`config.mk`:
```
export PLATFORM = sky130hd
export DESIGN_NAME = tick_calendar_and_countdown_timers_unit_flat
export DESIGN_NICKNAME = d
export VERILOG_FILES = /design/src/hdl/tcc_pkg.sv /design/src/hdl/tcc_stream_if.sv /design/src/hdl/tick_calendar_and_countdown_timers_unit.sv /design/src/flat_wrapper.sv
export SDC_FILE = /design/constraint.sdc
export NUM_CORES = 1
export LEC_CHECK = 0
export BUFFER_PORTS_ARGS = -buffer_cell sky130_fd_sc_hd__buf_2
export CELL_PAD_IN_SITES_DETAIL_PLACEMENT = 1
export CELL_PAD_IN_SITES_GLOBAL_PLACEMENT = 2
export CORE_AREA = 4 4 246 248
export DETAILED_ROUTE_END_ITERATION = 10
export DIE_AREA = 0 0 250 252
export GPL_TIMING_DRIVEN = 0
export PLACE_DENSITY = 0.76
export SLEW_MARGIN = 20
export SYNTH_ARGS = -nofsm -noshare
export SYNTH_HDL_FRONTEND = slang
export SYNTH_SLANG_ARGS = --single-unit
```
`constraint.sdc`:
```
create_clock -name clk -period 7.8 [get_ports clk]
set_input_delay 0.78 -clock clk [delete_from_list [all_inputs] [get_ports clk]]
set_output_delay 0.78 -clock clk [all_outputs]
set_load 0.05 [all_outputs]
```
`src/hdl/tcc_pkg.sv`:
```
// Shared types and constants of the tick calendar and countdown timers unit.
`timescale 1ns / 1ps

package tcc_pkg;

  // Item opcodes. The remaining code is ignored by the block.
  typedef enum logic [1:0] {
    OP_TICK       = 2'd0,
    OP_LOAD_TIMER = 2'd1,
    OP_SET_FIELD  = 2'd2
  } opcode_t;

  // Calendar fields selected by a set-field item.
  typedef enum logic [2:0] {
    FLD_CS    = 3'd0,
    FLD_SEC   = 3'd1,
    FLD_MIN   = 3'd2,
    FLD_HOUR  = 3'd3,
    FLD_DAY   = 3'd4,
    FLD_MONTH = 3'd5,
    FLD_YEAR  = 3'd6
  } cal_field_t;

  // Configuration register indexes.
  typedef enum logic [1:0] {
    REG_SAMPLE_PERIOD   = 2'd0,
    REG_WATCHDOG_RELOAD = 2'd1,
    REG_BLINK_RELOAD    = 2'd2,
    REG_WATCHDOG_ENABLE = 2'd3
  } cfg_reg_t;

  // Input item: a tick or a write.
  typedef struct packed {
    opcode_t     opcode;
    logic [2:0]  target;
    logic [15:0] load_value;
    logic        sub_alive;
  } in_item_t;

  // Result item: state after the step plus per-tick flags.
  typedef struct packed {
    logic [6:0]  centisec;
    logic [5:0]  seconds;
    logic [5:0]  minutes;
    logic [4:0]  hours;
    logic [4:0]  day_of_month;
    logic [3:0]  month_num;
    logic [15:0] year_count;
    logic        sample_pulse;
    logic        tms_expired;
    logic        watchdog_halt;
    logic [6:0]  timers_busy;
    logic        blink_reloaded;
  } out_item_t;

  // Configuration write.
  typedef struct packed {
    cfg_reg_t    index;
    logic [15:0] value;
  } cfg_item_t;

  // Rollover limits, one bit wider than the unit so the carry-in sum fits.
  localparam logic [7:0] CS_LIMIT    = 8'd99;
  localparam logic [6:0] SEC_LIMIT   = 7'd59;
  localparam logic [6:0] MIN_LIMIT   = 7'd59;
  localparam logic [5:0] HOUR_LIMIT  = 6'd23;
  localparam logic [4:0] MONTH_LIMIT = 5'd12;

  // Day limits per month.
  localparam logic [5:0] DAYS_LEAP_FEB = 6'd29;
  localparam logic [5:0] DAYS_FEB      = 6'd28;
  localparam logic [5:0] DAYS_SHORT    = 6'd30;
  localparam logic [5:0] DAYS_LONG     = 6'd31;

  // Month numbers with special day limits.
  localparam logic [3:0] MONTH_FEB = 4'd2;
  localparam logic [3:0] MONTH_APR = 4'd4;
  localparam logic [3:0] MONTH_JUN = 4'd6;
  localparam logic [3:0] MONTH_SEP = 4'd9;
  localparam logic [3:0] MONTH_NOV = 4'd11;

  // Configuration reset values.
  localparam logic [7:0]  SAMPLE_PERIOD_RST   = 8'd4;
  localparam logic [15:0] WATCHDOG_RELOAD_RST = 16'd1000;
  localparam logic [15:0] BLINK_RELOAD_RST    = 16'd50;

  // Timer with the expiry flag, and number of busy bits reported.
  localparam int TMS_INDEX = 1;
  localparam int BUSY_W    = 7;

endpackage

```
`src/hdl/tcc_stream_if.sv`:
```
// Valid/ready channel interface carrying one payload item per handshake.
`timescale 1ns / 1ps

interface tcc_stream_if #(
  parameter type payload_t = logic
);
  logic     valid;
  logic     ready;
  payload_t data;

  modport source (output valid, output data, input ready);
  modport sink (input valid, input data, output ready);
endinterface

```
`src/hdl/tick_calendar_and_countdown_timers_unit.sv`:
```
// Top level: tick calendar, countdown timers, blink counter and watchdog.
//
// Usage: every 10 ms tick or write enters as one item on in_ch (opcode,
// target, load_value, sub_alive). Each item yields exactly one result item
// on out_ch with the calendar after the step and the per-tick flags.
// Configuration registers are written on cfg_ch (always ready); the user
// must write them only while the block is idle, and the block itself does
// not enforce this. An accepted item sits in the input register, and its
// result is loaded into the output register. Throughput is one item per
// cycle while out_ch does not stall, set by the combinational update of
// the calendar cascade and timer decrements feeding back into the state
// registers.
// An empty input register still takes an item while a finished result waits
// in the output register; when out_ch stalls, both registers fill and in_ch
// ready drops until the receiver takes the result.
// Reset (rst_n low, synchronous) sets the calendar to day 1, month 1,
// year 0, clears all timers and the watchdog halt, and loads the
// configuration defaults. Once the watchdog halts the block, ticks and
// writes leave the state unchanged until reset.
`timescale 1ns / 1ps

module tick_calendar_and_countdown_timers_unit #(
  parameter int NUM_TIMERS  = 7,
  parameter int TIMER_WIDTH = 16
) (
  input logic          clk,
  input logic          rst_n,
  tcc_stream_if.sink   in_ch,
  tcc_stream_if.source out_ch,
  tcc_stream_if.sink   cfg_ch
);

  // Configuration registers.
  logic [7:0]  sample_period_r;
  logic [15:0] watchdog_reload_r;
  logic [15:0] blink_reload_r;
  logic        watchdog_enable_r;

  // Input and output registers.
  logic                 s1_valid_r;
  tcc_pkg::in_item_t    s1_item_r;
  logic                 out_valid_r;
  tcc_pkg::out_item_t   out_item_r;
  tcc_pkg::out_item_t   result;

  // Block state.
  logic [6:0]             cs_r, cs_nxt;
  logic [5:0]             sec_r, sec_nxt;
  logic [5:0]             min_r, min_nxt;
  logic [4:0]             hour_r, hour_nxt;
  logic [4:0]             day_r, day_nxt;
  logic [3:0]             month_r, month_nxt;
  logic [15:0]            year_r, year_nxt;
  logic [7:0]             sample_count_r, sample_count_nxt;
  logic [TIMER_WIDTH-1:0] cd_r [NUM_TIMERS];
  logic [TIMER_WIDTH-1:0] cd_nxt [NUM_TIMERS];
  logic [15:0]            wd_count_r, wd_count_nxt;
  logic [15:0]            blink_r, blink_nxt;
  logic                   halted_r, halted_nxt;

  // Handshake control.
  logic s2_go;
  logic in_take;

  // Combinational work signals.
  logic [TIMER_WIDTH-1:0] load_ext;
  logic [8:0]  sc_inc;
  logic [7:0]  cs_sum;
  logic [6:0]  sec_sum;
  logic [6:0]  min_sum;
  logic [5:0]  hour_sum;
  logic [5:0]  day_sum;
  logic [4:0]  month_sum;
  logic [3:0]  month_fix;
  logic [5:0]  day_limit;
  logic        cs_carry, sec_carry, min_carry, hour_carry;
  logic [15:0] wd_dec;
  logic        halt_now;
  logic        pulse, tms, blinked;
  logic [6:0]  busy;

  assign s2_go        = s1_valid_r && (!out_valid_r || out_ch.ready);
  assign in_ch.ready  = !s1_valid_r || s2_go;
  assign in_take      = in_ch.valid && in_ch.ready;
  assign cfg_ch.ready = 1'b1;
  assign out_ch.valid = out_valid_r;
  assign out_ch.data  = out_item_r;
  assign load_ext     = TIMER_WIDTH'(32'(s1_item_r.load_value));

  // Next state and result for the item in the input register.
  always_comb begin
    cs_nxt           = cs_r;
    sec_nxt          = sec_r;
    min_nxt          = min_r;
    hour_nxt         = hour_r;
    day_nxt          = day_r;
    month_nxt        = month_r;
    year_nxt         = year_r;
    sample_count_nxt = sample_count_r;
    for (int i = 0; i < NUM_TIMERS; i++) begin
      cd_nxt[i] = cd_r[i];
    end
    wd_count_nxt = wd_count_r;
    blink_nxt    = blink_r;
    halted_nxt   = halted_r;
    pulse        = 1'b0;
    tms          = 1'b0;
    blinked      = 1'b0;
    halt_now     = 1'b0;

    // Sample pulse counter at full precision.
    sc_inc = {1'b0, sample_count_r} + 9'd1;

    // Calendar cascade: centiseconds up to hours.
    cs_sum     = {1'b0, cs_r} + 8'd1;
    cs_carry   = cs_sum > tcc_pkg::CS_LIMIT;
    sec_sum    = {1'b0, sec_r} + {6'd0, cs_carry};
    sec_carry  = sec_sum > tcc_pkg::SEC_LIMIT;
    min_sum    = {1'b0, min_r} + {6'd0, sec_carry};
    min_carry  = min_sum > tcc_pkg::MIN_LIMIT;
    hour_sum   = {1'b0, hour_r} + {5'd0, min_carry};
    hour_carry = hour_sum > tcc_pkg::HOUR_LIMIT;

    // Day and month, with zero forced to one.
    day_sum = {1'b0, day_r} + {5'd0, hour_carry};
    if (day_sum == 6'd0) begin
      day_sum = 6'd1;
    end
    month_fix = (month_r == 4'd0) ? 4'd1 : month_r;
    if (month_fix == tcc_pkg::MONTH_FEB) begin
      day_limit = (year_r[1:0] == 2'd0) ? tcc_pkg::DAYS_LEAP_FEB : tcc_pkg::DAYS_FEB;
    end else if (month_fix inside {tcc_pkg::MONTH_APR, tcc_pkg::MONTH_JUN,
                                   tcc_pkg::MONTH_SEP, tcc_pkg::MONTH_NOV}) begin
      day_limit = tcc_pkg::DAYS_SHORT;
    end else begin
      day_limit = tcc_pkg::DAYS_LONG;
    end
    month_sum = {1'b0, month_fix};
    if (day_sum > day_limit) begin
      day_sum   = 6'd1;
      month_sum = month_sum + 5'd1;
    end

    // Watchdog count after its decrement.
    wd_dec = (wd_count_r != 16'd0) ? wd_count_r - 16'd1 : wd_count_r;

    if (s1_valid_r && !halted_r) begin
      case (s1_item_r.opcode)
        tcc_pkg::OP_LOAD_TIMER: begin
          for (int i = 0; i < NUM_TIMERS; i++) begin
            if (int'(s1_item_r.target) == i) begin
              cd_nxt[i] = load_ext;
            end
          end
        end
        tcc_pkg::OP_SET_FIELD: begin
          case (tcc_pkg::cal_field_t'(s1_item_r.target))
            tcc_pkg::FLD_CS:    cs_nxt    = s1_item_r.load_value[6:0];
            tcc_pkg::FLD_SEC:   sec_nxt   = s1_item_r.load_value[5:0];
            tcc_pkg::FLD_MIN:   min_nxt   = s1_item_r.load_value[5:0];
            tcc_pkg::FLD_HOUR:  hour_nxt  = s1_item_r.load_value[4:0];
            tcc_pkg::FLD_DAY:   day_nxt   = s1_item_r.load_value[4:0];
            tcc_pkg::FLD_MONTH: month_nxt = s1_item_r.load_value[3:0];
            tcc_pkg::FLD_YEAR:  year_nxt  = s1_item_r.load_value;
            default: ;
          endcase
        end
        tcc_pkg::OP_TICK: begin
          // Sample pulse.
          if (sc_inc > {1'b0, sample_period_r}) begin
            sample_count_nxt = 8'd0;
            pulse            = 1'b1;
          end else begin
            sample_count_nxt = sc_inc[7:0];
          end

          // Calendar update.
          cs_nxt   = cs_carry ? 7'd0 : cs_sum[6:0];
          sec_nxt  = sec_carry ? 6'd0 : sec_sum[5:0];
          min_nxt  = min_carry ? 6'd0 : min_sum[5:0];
          hour_nxt = hour_carry ? 5'd0 : hour_sum[4:0];
          day_nxt  = day_sum[4:0];
          if (month_sum > tcc_pkg::MONTH_LIMIT) begin
            month_nxt = 4'd1;
            year_nxt  = year_r + 16'd1;
          end else begin
            month_nxt = month_sum[3:0];
          end

          // Watchdog: a missing heartbeat at zero halts the block.
          if (watchdog_enable_r) begin
            if (s1_item_r.sub_alive) begin
              wd_count_nxt = watchdog_reload_r;
            end else begin
              wd_count_nxt = wd_dec;
              halt_now     = (wd_dec == 16'd0);
            end
          end else begin
            wd_count_nxt = watchdog_reload_r;
          end
          halted_nxt = halt_now;

          // Countdown timers; the last one stops when the block halts.
          for (int i = 0; i < NUM_TIMERS; i++) begin
            if (cd_r[i] != '0 && (i != NUM_TIMERS - 1 || !halt_now)) begin
              cd_nxt[i] = cd_r[i] - TIMER_WIDTH'(1);
              if (i == tcc_pkg::TMS_INDEX && cd_r[i] == TIMER_WIDTH'(1)) begin
                tms = 1'b1;
              end
            end
          end

          // Blink counter reloads at zero.
          if (!halt_now) begin
            if (blink_r != 16'd0) begin
              blink_nxt = blink_r - 16'd1;
            end else begin
              blink_nxt = blink_reload_r;
              blinked   = 1'b1;
            end
          end
        end
        default: ;
      endcase
    end

    // Busy bits for the first timers.
    busy = 7'd0;
    for (int i = 0; i < tcc_pkg::BUSY_W && i < NUM_TIMERS; i++) begin
      busy[i] = (cd_nxt[i] != '0);
    end

    result.centisec       = cs_nxt;
    result.seconds        = sec_nxt;
    result.minutes        = min_nxt;
    result.hours          = hour_nxt;
    result.day_of_month   = day_nxt;
    result.month_num      = month_nxt;
    result.year_count     = year_nxt;
    result.sample_pulse   = pulse;
    result.tms_expired    = tms;
    result.watchdog_halt  = halted_nxt;
    result.timers_busy    = busy;
    result.blink_reloaded = blinked;
  end

  // Configuration registers.
  always_ff @(posedge clk) begin
    if (!rst_n) begin
      sample_period_r   <= tcc_pkg::SAMPLE_PERIOD_RST;
      watchdog_reload_r <= tcc_pkg::WATCHDOG_RELOAD_RST;
      blink_reload_r    <= tcc_pkg::BLINK_RELOAD_RST;
      watchdog_enable_r <= 1'b0;
    end else if (cfg_ch.valid) begin
      case (cfg_ch.data.index)
        tcc_pkg::REG_SAMPLE_PERIOD:   sample_period_r   <= cfg_ch.data.value[7:0];
        tcc_pkg::REG_WATCHDOG_RELOAD: watchdog_reload_r <= cfg_ch.data.value;
        tcc_pkg::REG_BLINK_RELOAD:    blink_reload_r    <= cfg_ch.data.value;
        tcc_pkg::REG_WATCHDOG_ENABLE: watchdog_enable_r <= cfg_ch.data.value[0];
        default: ;
      endcase
    end
  end

  // Input register.
  always_ff @(posedge clk) begin
    if (!rst_n) begin
      s1_valid_r <= 1'b0;
    end else if (in_take) begin
      s1_valid_r <= 1'b1;
    end else if (s2_go) begin
      s1_valid_r <= 1'b0;
    end
  end

  always_ff @(posedge clk) begin
    if (in_take) begin
      s1_item_r <= in_ch.data;
    end
  end

  // Output register.
  always_ff @(posedge clk) begin
    if (!rst_n) begin
      out_valid_r <= 1'b0;
    end else if (s2_go) begin
      out_valid_r <= 1'b1;
    end else if (out_ch.ready) begin
      out_valid_r <= 1'b0;
    end
  end

  always_ff @(posedge clk) begin
    if (s2_go) begin
      out_item_r <= result;
    end
  end

  // State registers, updated once per processed item.
  always_ff @(posedge clk) begin
    if (!rst_n) begin
      cs_r           <= 7'd0;
      sec_r          <= 6'd0;
      min_r          <= 6'd0;
      hour_r         <= 5'd0;
      day_r          <= 5'd1;
      month_r        <= 4'd1;
      year_r         <= 16'd0;
      sample_count_r <= 8'd0;
      for (int i = 0; i < NUM_TIMERS; i++) begin
        cd_r[i] <= '0;
      end
      wd_count_r <= 16'd0;
      blink_r    <= 16'd0;
      halted_r   <= 1'b0;
    end else if (s2_go) begin
      cs_r           <= cs_nxt;
      sec_r          <= sec_nxt;
      min_r          <= min_nxt;
      hour_r         <= hour_nxt;
      day_r          <= day_nxt;
      month_r        <= month_nxt;
      year_r         <= year_nxt;
      sample_count_r <= sample_count_nxt;
      for (int i = 0; i < NUM_TIMERS; i++) begin
        cd_r[i] <= cd_nxt[i];
      end
      wd_count_r <= wd_count_nxt;
      blink_r    <= blink_nxt;
      halted_r   <= halted_nxt;
    end
  end

endmodule

```
`src/flat_wrapper.sv`:
```
// flat-port wrapper written by rule: the top's interface ports become plain ports
module tick_calendar_and_countdown_timers_unit_flat 
#(
  parameter int NUM_TIMERS  = 7,
  parameter int TIMER_WIDTH = 16
)
  (clk, rst_n, in_ch_valid, in_ch_data, in_ch_ready, out_ch_valid, out_ch_data, out_ch_ready, cfg_ch_valid, cfg_ch_data, cfg_ch_ready);
  tcc_stream_if #(.payload_t(tcc_pkg::in_item_t)) in_ch_i ();
  tcc_stream_if #(.payload_t(tcc_pkg::out_item_t)) out_ch_i ();
  tcc_stream_if #(.payload_t(tcc_pkg::cfg_item_t)) cfg_ch_i ();
  input logic clk;
  input logic rst_n;
  input wire logic [$bits(in_ch_i.valid)-1:0] in_ch_valid;
  input wire logic [$bits(in_ch_i.data)-1:0] in_ch_data;
  output wire logic [$bits(in_ch_i.ready)-1:0] in_ch_ready;
  output wire logic [$bits(out_ch_i.valid)-1:0] out_ch_valid;
  output wire logic [$bits(out_ch_i.data)-1:0] out_ch_data;
  input wire logic [$bits(out_ch_i.ready)-1:0] out_ch_ready;
  input wire logic [$bits(cfg_ch_i.valid)-1:0] cfg_ch_valid;
  input wire logic [$bits(cfg_ch_i.data)-1:0] cfg_ch_data;
  output wire logic [$bits(cfg_ch_i.ready)-1:0] cfg_ch_ready;
  assign in_ch_i.valid = in_ch_valid;
  assign in_ch_i.data = in_ch_data;
  assign in_ch_ready = in_ch_i.ready;
  assign out_ch_valid = out_ch_i.valid;
  assign out_ch_data = out_ch_i.data;
  assign out_ch_i.ready = out_ch_ready;
  assign cfg_ch_i.valid = cfg_ch_valid;
  assign cfg_ch_i.data = cfg_ch_data;
  assign cfg_ch_ready = cfg_ch_i.ready;
  tick_calendar_and_countdown_timers_unit #(.NUM_TIMERS(NUM_TIMERS), .TIMER_WIDTH(TIMER_WIDTH)) u_core (.clk(clk), .rst_n(rst_n), .in_ch(in_ch_i), .out_ch(out_ch_i), .cfg_ch(cfg_ch_i));
endmodule
```
# Word level (Yosys, flattened, before mapping)
# Memory sizes are Yosys's and may differ from the RTL's.
# Index checks and enable logic that the tools add are counted.
dict set report word_totals {
  register_bits 215
  ram_bits 112
  in_bits 45
  output_inout_bits 63
  elab_cells 216
  memories 1
}
dict set report op_classes {
  add_sub_neg 17
  n_lt_le_gt_ge 7
  eq_ne 23
  muxes 79
  n_bitwise 10
  reduce_logical 46
}
# name depth width rd rd_ports_with_merged_regs write_ports line_no
set mem_list {}
lappend mem_list {u_core.cd_r 7 16 7 0 7 tick_calendar_and_countdown_timers_unit.sv:55} ;# logic [TIMER_WIDTH-1:0] cd_r [NUM_TIMERS];
# cell count
set op_table {}
lappend op_table {{16-bit two-way mux} 28}
lappend op_table {{16-bit nonzero test} 16}
lappend op_table {{112-bit one-hot mux with 2 select lines} 1}
lappend op_table {{16-bit by 1-bit subtractor with 16-bit output (second input constant)} 9}
lappend op_table {{112-bit two-way mux} 1}
lappend op_table {{6-bit two-way mux} 8}
lappend op_table {{5-bit two-way mux} 7}
lappend op_table {{16-bit one-hot mux with 2 select lines} 1}
lappend op_table {{6-bit one-hot mux with 2 select lines} 2}
lappend op_table {{3-bit equality test (second input constant)} 7}
lappend op_table {{7-bit two-way mux} 3}
lappend op_table {{5-bit one-hot mux with 2 select lines} 2}
lappend op_table {{1-bit two-way mux} 19}
lappend op_table {{16-bit by 1-bit adder with 16-bit output (second input constant)} 1}
lappend op_table {{16-bit by 1-bit equality test with 1-bit output (second input constant)} 1}
lappend op_table {{16-bit zero test} 1}
lappend op_table {{4-bit two-way mux} 4}
lappend op_table {{6-bit by 1-bit adder with 7-bit output} 2}
lappend op_table {{7-bit by 6-bit greater-than comparator with 1-bit output (second input constant)} 2}
lappend op_table {{7-bit one-hot mux with 2 select lines} 1}
lappend op_table {{5-bit by 1-bit adder with 6-bit output} 2}
lappend op_table {{3-bit by 2-bit equality test with 1-bit output (second input constant)} 4}
lappend op_table {{2-bit AND reduction} 5}
lappend op_table {{8-bit by 1-bit adder with 9-bit output (second input constant)} 1}
lappend op_table {{other kinds (29)} 54}

# Depth between registers and ports, before layout
dict set report depth {
  ltp_word 17
  mapped_depth 39
  mapped_depth_nobuf 37
}

# Worst setup path before layout
# Ideal clock, no wire load.
dict set report synth_path {
  kind {register to register}
  start {register u_core.cs_r[2]}
  end {register u_core.year_r[5]}
  setup_ns 0.065
  arrival_time_ns 7.036
  required_time_ns 7.735
  path_slack_ns 0.699
  stages_incl_launch_ff 37
  path_buffers 2
  synth_period_minus_slack_ns 7.101
  path_cell_list {dfxtp_1 clkbuf_1 and3_1 and3_1 clkbuf_1 and3b_1 o221a_2 a31o_2 ha_1 nor3_1 o21ai_0 a21oi_1 ha_1 and3_1 nand2_1 a21oi_1 nor3_1 ha_1 ha_1 nand2_1 mux2_2 a22o_1 ha_1 ha_1 nand3_1 o21ai_0 a21oi_1 ha_1 a221oi_1 maj3_1 nand2_1 a31oi_1 nand4_1 or4b_2 nand3_1 nor2_1 nor2_1}
}
dict set report synth_via {
  elab_chain_len 17
}
# item line_no
set synth_lines {}
lappend synth_lines {{from (decl)} tick_calendar_and_countdown_timers_unit.sv:47} ;# logic [6:0] cs_r, cs_nxt;
lappend synth_lines {{from (signal assigned)} tick_calendar_and_countdown_timers_unit.sv:317} ;# cs_r <= cs_nxt;
lappend synth_lines {{7-bit by 1-bit adder with 8-bit output (*)} tick_calendar_and_countdown_timers_unit.sv:115} ;# cs_sum = {1'b0, cs_r} + 8'd1;
lappend synth_lines {{8-bit by 7-bit greater-than comparator with 1-bit output (*)} tick_calendar_and_countdown_timers_unit.sv:116} ;# cs_carry = cs_sum > tcc_pkg::CS_LIMIT;
lappend synth_lines {{6-bit by 1-bit adder with 7-bit output (*)} tick_calendar_and_countdown_timers_unit.sv:117} ;# sec_sum = {1'b0, sec_r} + {6'd0, cs_carry};
lappend synth_lines {{7-bit by 6-bit greater-than comparator with 1-bit output (*)} tick_calendar_and_countdown_timers_unit.sv:118} ;# sec_carry = sec_sum > tcc_pkg::SEC_LIMIT;
lappend synth_lines {{6-bit by 1-bit adder with 7-bit output (*)} tick_calendar_and_countdown_timers_unit.sv:119} ;# min_sum = {1'b0, min_r} + {6'd0, sec_carry};
lappend synth_lines {{7-bit by 6-bit greater-than comparator with 1-bit output (*)} tick_calendar_and_countdown_timers_unit.sv:120} ;# min_carry = min_sum > tcc_pkg::MIN_LIMIT;
lappend synth_lines {{5-bit by 1-bit adder with 6-bit output (*)} tick_calendar_and_countdown_timers_unit.sv:121} ;# hour_sum = {1'b0, hour_r} + {5'd0, min_carry};
lappend synth_lines {{6-bit by 5-bit greater-than comparator with 1-bit output (*)} tick_calendar_and_countdown_timers_unit.sv:122} ;# hour_carry = hour_sum > tcc_pkg::HOUR_LIMIT;
lappend synth_lines {{[2 not listed]} --}
lappend synth_lines {{6-bit two-way mux (*)} tick_calendar_and_countdown_timers_unit.sv:126} ;# if (day_sum == 6'd0) begin
lappend synth_lines {{6-bit greater-than comparator (*)} tick_calendar_and_countdown_timers_unit.sv:139} ;# if (day_sum > day_limit) begin
lappend synth_lines {{5-bit two-way mux (*)} tick_calendar_and_countdown_timers_unit.sv:139}
lappend synth_lines {{5-bit by 4-bit greater-than comparator with 1-bit output (*)} tick_calendar_and_countdown_timers_unit.sv:183} ;# if (month_sum > tcc_pkg::MONTH_LIMIT) begin
lappend synth_lines {{16-bit two-way mux (*)} tick_calendar_and_countdown_timers_unit.sv:183}
lappend synth_lines {{16-bit one-hot mux with 2 select lines (*)} tick_calendar_and_countdown_timers_unit.sv:148} ;# case (s1_item_r.opcode)
lappend synth_lines {{16-bit two-way mux (*)} tick_calendar_and_countdown_timers_unit.sv:147} ;# if (s1_valid_r && !halted_r) begin
lappend synth_lines {{named net u_core.year_nxt[5]} tick_calendar_and_countdown_timers_unit.sv:53} ;# logic [15:0] year_r, year_nxt;
lappend synth_lines {{to (signal assigned)} tick_calendar_and_countdown_timers_unit.sv:323} ;# year_r <= year_nxt;
lappend synth_lines {{to (decl)} tick_calendar_and_countdown_timers_unit.sv:53}
# Mark *: on every way through the listed nets, which the timed path passes. The rest lies on a longest branch.
# A chain may end at the register's enable or synchronous reset.

# Worst setup path in the final report
dict set report layout_path {
  start {register u_core.cs_r[2]}
  end {register u_core.year_r[13]}
}
dict set report layout_via {
  elab_chain_len 17
}
# item line_no
set layout_lines {}
lappend layout_lines {{7-bit by 1-bit adder with 8-bit output (*)} tick_calendar_and_countdown_timers_unit.sv:115}
lappend layout_lines {{8-bit by 7-bit greater-than comparator with 1-bit output (*)} tick_calendar_and_countdown_timers_unit.sv:116}
lappend layout_lines {{6-bit by 1-bit adder with 7-bit output (*)} tick_calendar_and_countdown_timers_unit.sv:117}
lappend layout_lines {{7-bit by 6-bit greater-than comparator with 1-bit output (*)} tick_calendar_and_countdown_timers_unit.sv:118}
lappend layout_lines {{6-bit by 1-bit adder with 7-bit output (*)} tick_calendar_and_countdown_timers_unit.sv:119}
lappend layout_lines {{7-bit by 6-bit greater-than comparator with 1-bit output (*)} tick_calendar_and_countdown_timers_unit.sv:120}
lappend layout_lines {{5-bit by 1-bit adder with 6-bit output (*)} tick_calendar_and_countdown_timers_unit.sv:121}
lappend layout_lines {{6-bit by 5-bit greater-than comparator with 1-bit output (*)} tick_calendar_and_countdown_timers_unit.sv:122}
lappend layout_lines {{5-bit by 1-bit adder with 6-bit output (*)} tick_calendar_and_countdown_timers_unit.sv:125} ;# day_sum = {1'b0, day_r} + {5'd0, hour_carry};
lappend layout_lines {{6-bit zero test} tick_calendar_and_countdown_timers_unit.sv:126}
lappend layout_lines {{6-bit two-way mux (*)} tick_calendar_and_countdown_timers_unit.sv:126}
lappend layout_lines {{6-bit greater-than comparator (*)} tick_calendar_and_countdown_timers_unit.sv:139}
lappend layout_lines {{5-bit two-way mux (*)} tick_calendar_and_countdown_timers_unit.sv:139}
lappend layout_lines {{5-bit by 4-bit greater-than comparator with 1-bit output (*)} tick_calendar_and_countdown_timers_unit.sv:183}
lappend layout_lines {{16-bit two-way mux (*)} tick_calendar_and_countdown_timers_unit.sv:183}
lappend layout_lines {{16-bit one-hot mux with 2 select lines (*)} tick_calendar_and_countdown_timers_unit.sv:148}
lappend layout_lines {{16-bit two-way mux (*)} tick_calendar_and_countdown_timers_unit.sv:147}
# Mark *: on every way between the ends. The rest lies on a longest branch, timed or not.

==> metrics.cfg <==
[grt]
overflow=0
grt_util_all_layers=0.272
grt_pass1_vias=21000
grt_pass1_wl_mm=133
grt_max_degree=62
grt_antenna_before_repair=0

[drt]
wirelength_mm=89.8
route.detailed.drc=0
vias_per_cell=6.15
first_pass_iters=6
vias=21000
dr.first_iter.drc_count=1785
routedWlPerCell_um=26.3
antenna_left=0

[floorplanning]
rows=89
fp.dieW_um=250
die_h_um=252
io_pins=108
fp.coreArea_um2=58500
initial_core_util=0.347
die-area_um2=63000

[pwr]
power_mw=4.89
leakage_nw=8.25
ir_drop_mv=0.160
power_density_nw_per_um2=208

[timing]
finalCriticalPeriod_ps=7650
hold_ws_ps=387
setup_viol=0
hold_viol=0
fin_crit_sh=0.981
slew_viol_final=0
timing_worst_slew_pin_value_ps=1280
relSlewSlack=0.146
skew_ps=30.4
max_clock_freq_mhz=131

[layout]
drive_above_1_share=0.104
stdcell_area_um2=23500
area_growth_pct=16.1
finalCoreUtilization=0.403
n_fill_cell=7016
fin_nets=2686
instances_no_fill=3413

[setup_path]
cp-start-kind=flip-flop
path_common_cell=ha_2
worstPathRequired_ps=8230
slowest_delay_ps=500
cp_max_fo=10
cp.arrival_ps=8090
critPathCaptureType=flip-flop
critPathKind=flip-flop to flip-flop
critPathSlowestCell=or3_4

[logic_synthesis]
yosys_warnings=0
ys.flop_type=edfxtp_1
seq_area_frac_synth=0.419
synth_edf_count=194
syn_avg_cell_area_um2=8.27
synthesis.area_um2=20300
synthesis.instances=2450
async_reset_ff_frac=0
synth_cell_types=89
yosys_register_bits=327
synth_nets=2531

[clocking]
cts_sinks=327
cts_tree=done
cts_buffers=42
cts_max_level=2
clkTransAtPathRegs_ps=70
cts_root_buf=clkbuf_16
hold_buffers=0
clkLatencyLatePin_ps=590
cts_buffer_depth=3

[status]
outcome=completed

[place]
numPortBuffers=106
numPlacedInstances=3332
routabilityCongestion=0.906
dp_hpwl_mm=63.8
dpl-instance-area_um2=21900

[run]
cap_violations=0

[worst_hold_path]
holdCritPathClass=input pin to flip-flop

## state kept, by name, summed over array words and instances, names as in the netlist
signal,count
u_core.cd_r,112
u_core.out_ch.data,60
u_core.blink_r,16
u_core.blink_reload_r,16
u_core.load_ext,16
u_core.watchdog_reload_r,16
u_core.wd_count_r,16
u_core.year_r,16
u_core.sample_count_r,8
u_core.sample_period_r,8
u_core.cs_r,7
u_core.min_r,6
u_core.s1_item_r,6
u_core.sec_r,6
u_core.day_r,5
u_core.hour_r,5
u_core.month_r,4
u_core.halted_r,1
u_core.out_ch.valid,1
u_core.s1_valid_r,1
u_core.watchdog_enable_r,1
## worst max-delay path, delay by kind of cell (launching register included)
| kind | cells | cell delay (ps) |
|---|---|---|
| adder cells (fa/ha/maj) | 8 | 1970 |
| multiplexers | 1 | 290 |
| flip-flops | 1 | 380 |
| AND/OR/NAND/NOR | 12 | 2380 |
| AO/OA/AOI/OAI | 12 | 2460 |
## metal layers
metal / routed length [um] / part of all wire / track usage
met1: 38800 / 0.43 / 0.359
met2: 42400 / 0.47 / 0.461
met3: 5190 / 0.058 / 0.0352
met4: 3420 / 0.038 / 0.100
met5: 0 / 0 / 0
## layout by cell type, fill, tap and decap left out, drive strengths merged, types with 10 or more instances in the layout
cell and n:
nand3 81, a222oi 10, o31ai 16, dfxtp 133, ha 36, xor2 20, o22ai 50, nor4 42
and4 10, nor3b 10, nand2b 24, clkinv 14, nor2 314, a31oi 28, nor3 73, o221ai 40
a22oi 37, a211oi 13, or3 24, o21ai 168, a21o 11, clkbuf 213, mux2i 34, nand4 40
edfxtp 194, nor2b 11, and2 28, a22o 37, a221oi 15, or4 23, nand3b 10, nand2 315
o211ai 11, inv 67, buf 126, and3 30, xnor2 23, a21oi 179
## synthesized netlist by cell type (all sizes together) (42+ instances only)
cell type | n | area, um2
nor2 | 314 | 1180
o21ai | 168 | 841
clkbuf | 170 | 639
nand3 | 81 | 405
nor3 | 73 | 365
edfxtp | 194 | 5830
a21oi | 179 | 896
nand2 | 315 | 1180
inv | 64 | 240
dfxtp | 133 | 2660
nor4 | 42 | 284
o22ai | 50 | 313
## worst paths after layout
| kind | from | to | slack, ps | cells past startpoint |
|---|---|---|---|---|
| worst max-delay path | u_core.cs_r[2] | u_core.year_r[13] | 150 | 33 |
| worst min-delay path | in_ch_data[4] | u_core.load_ext[3] | 390 | 1 |
| worst max register to register | u_core.cs_r[2] | u_core.year_r[13] | 150 | 33 |
| worst min register to register | u_core.watchdog_reload_r[12] | u_core.watchdog_reload_r[12] | 460 | 2 |
## what timing repair did
item                       CTS  global route
pin swaps                   10            12
buffers inserted             5             1
gates resized for setup     23            28
setup endpoints to repair   44            39
## kinds of logic after synthesis
family | Yosys count | synth area share
AND/OR/NAND/NOR | 1060 | 0.248
AO/OA/AOI/OAI | 695 | 0.224
flip-flops | 327 | 0.419
buffers and inverters | 245 | 0.0461
XOR/XNOR | 43 | 0.0186
multiplexers | 42 | 0.0212
adder cells (fa/ha/maj) | 37 | 0.0227
other | 1 | 0.000185
## report_power, final
group	switching, mW	internal, mW
Sequential	0.0889	1.92
Clock	0.846	1.24
Combinational	0.568	0.236
## layout make-up
| class | count | area, um2 | share of cell area |
|---|---|---|---|
| multi-input cells | 1878 | 11000 | 0.469 |
| flip-flops and latches | 327 | 8490 | 0.361 |
| clock buffers | 47 | 1120 | 0.0474 |
| well taps | 773 | 967 | 0.0411 |
| plain buffers | 177 | 697 | 0.0296 |
| repair buffers | 115 | 647 | 0.0275 |
| clock inverters | 30 | 329 | 0.0140 |
| inverters | 64 | 248 | 0.0105 |
| diodes | 2 | 5.00 | 0.000213 |
## stage by stage
stage | setup WS, ps | setup TNS [ps]
finish | 145 | 0
global placement | -865 | -19130
global route | -82.0 | -311
CTS | 4.04 | 0
floorplan | 699 | 0
detailed placement | -1090 | -29330
Power figures use the tool's default switching activity.
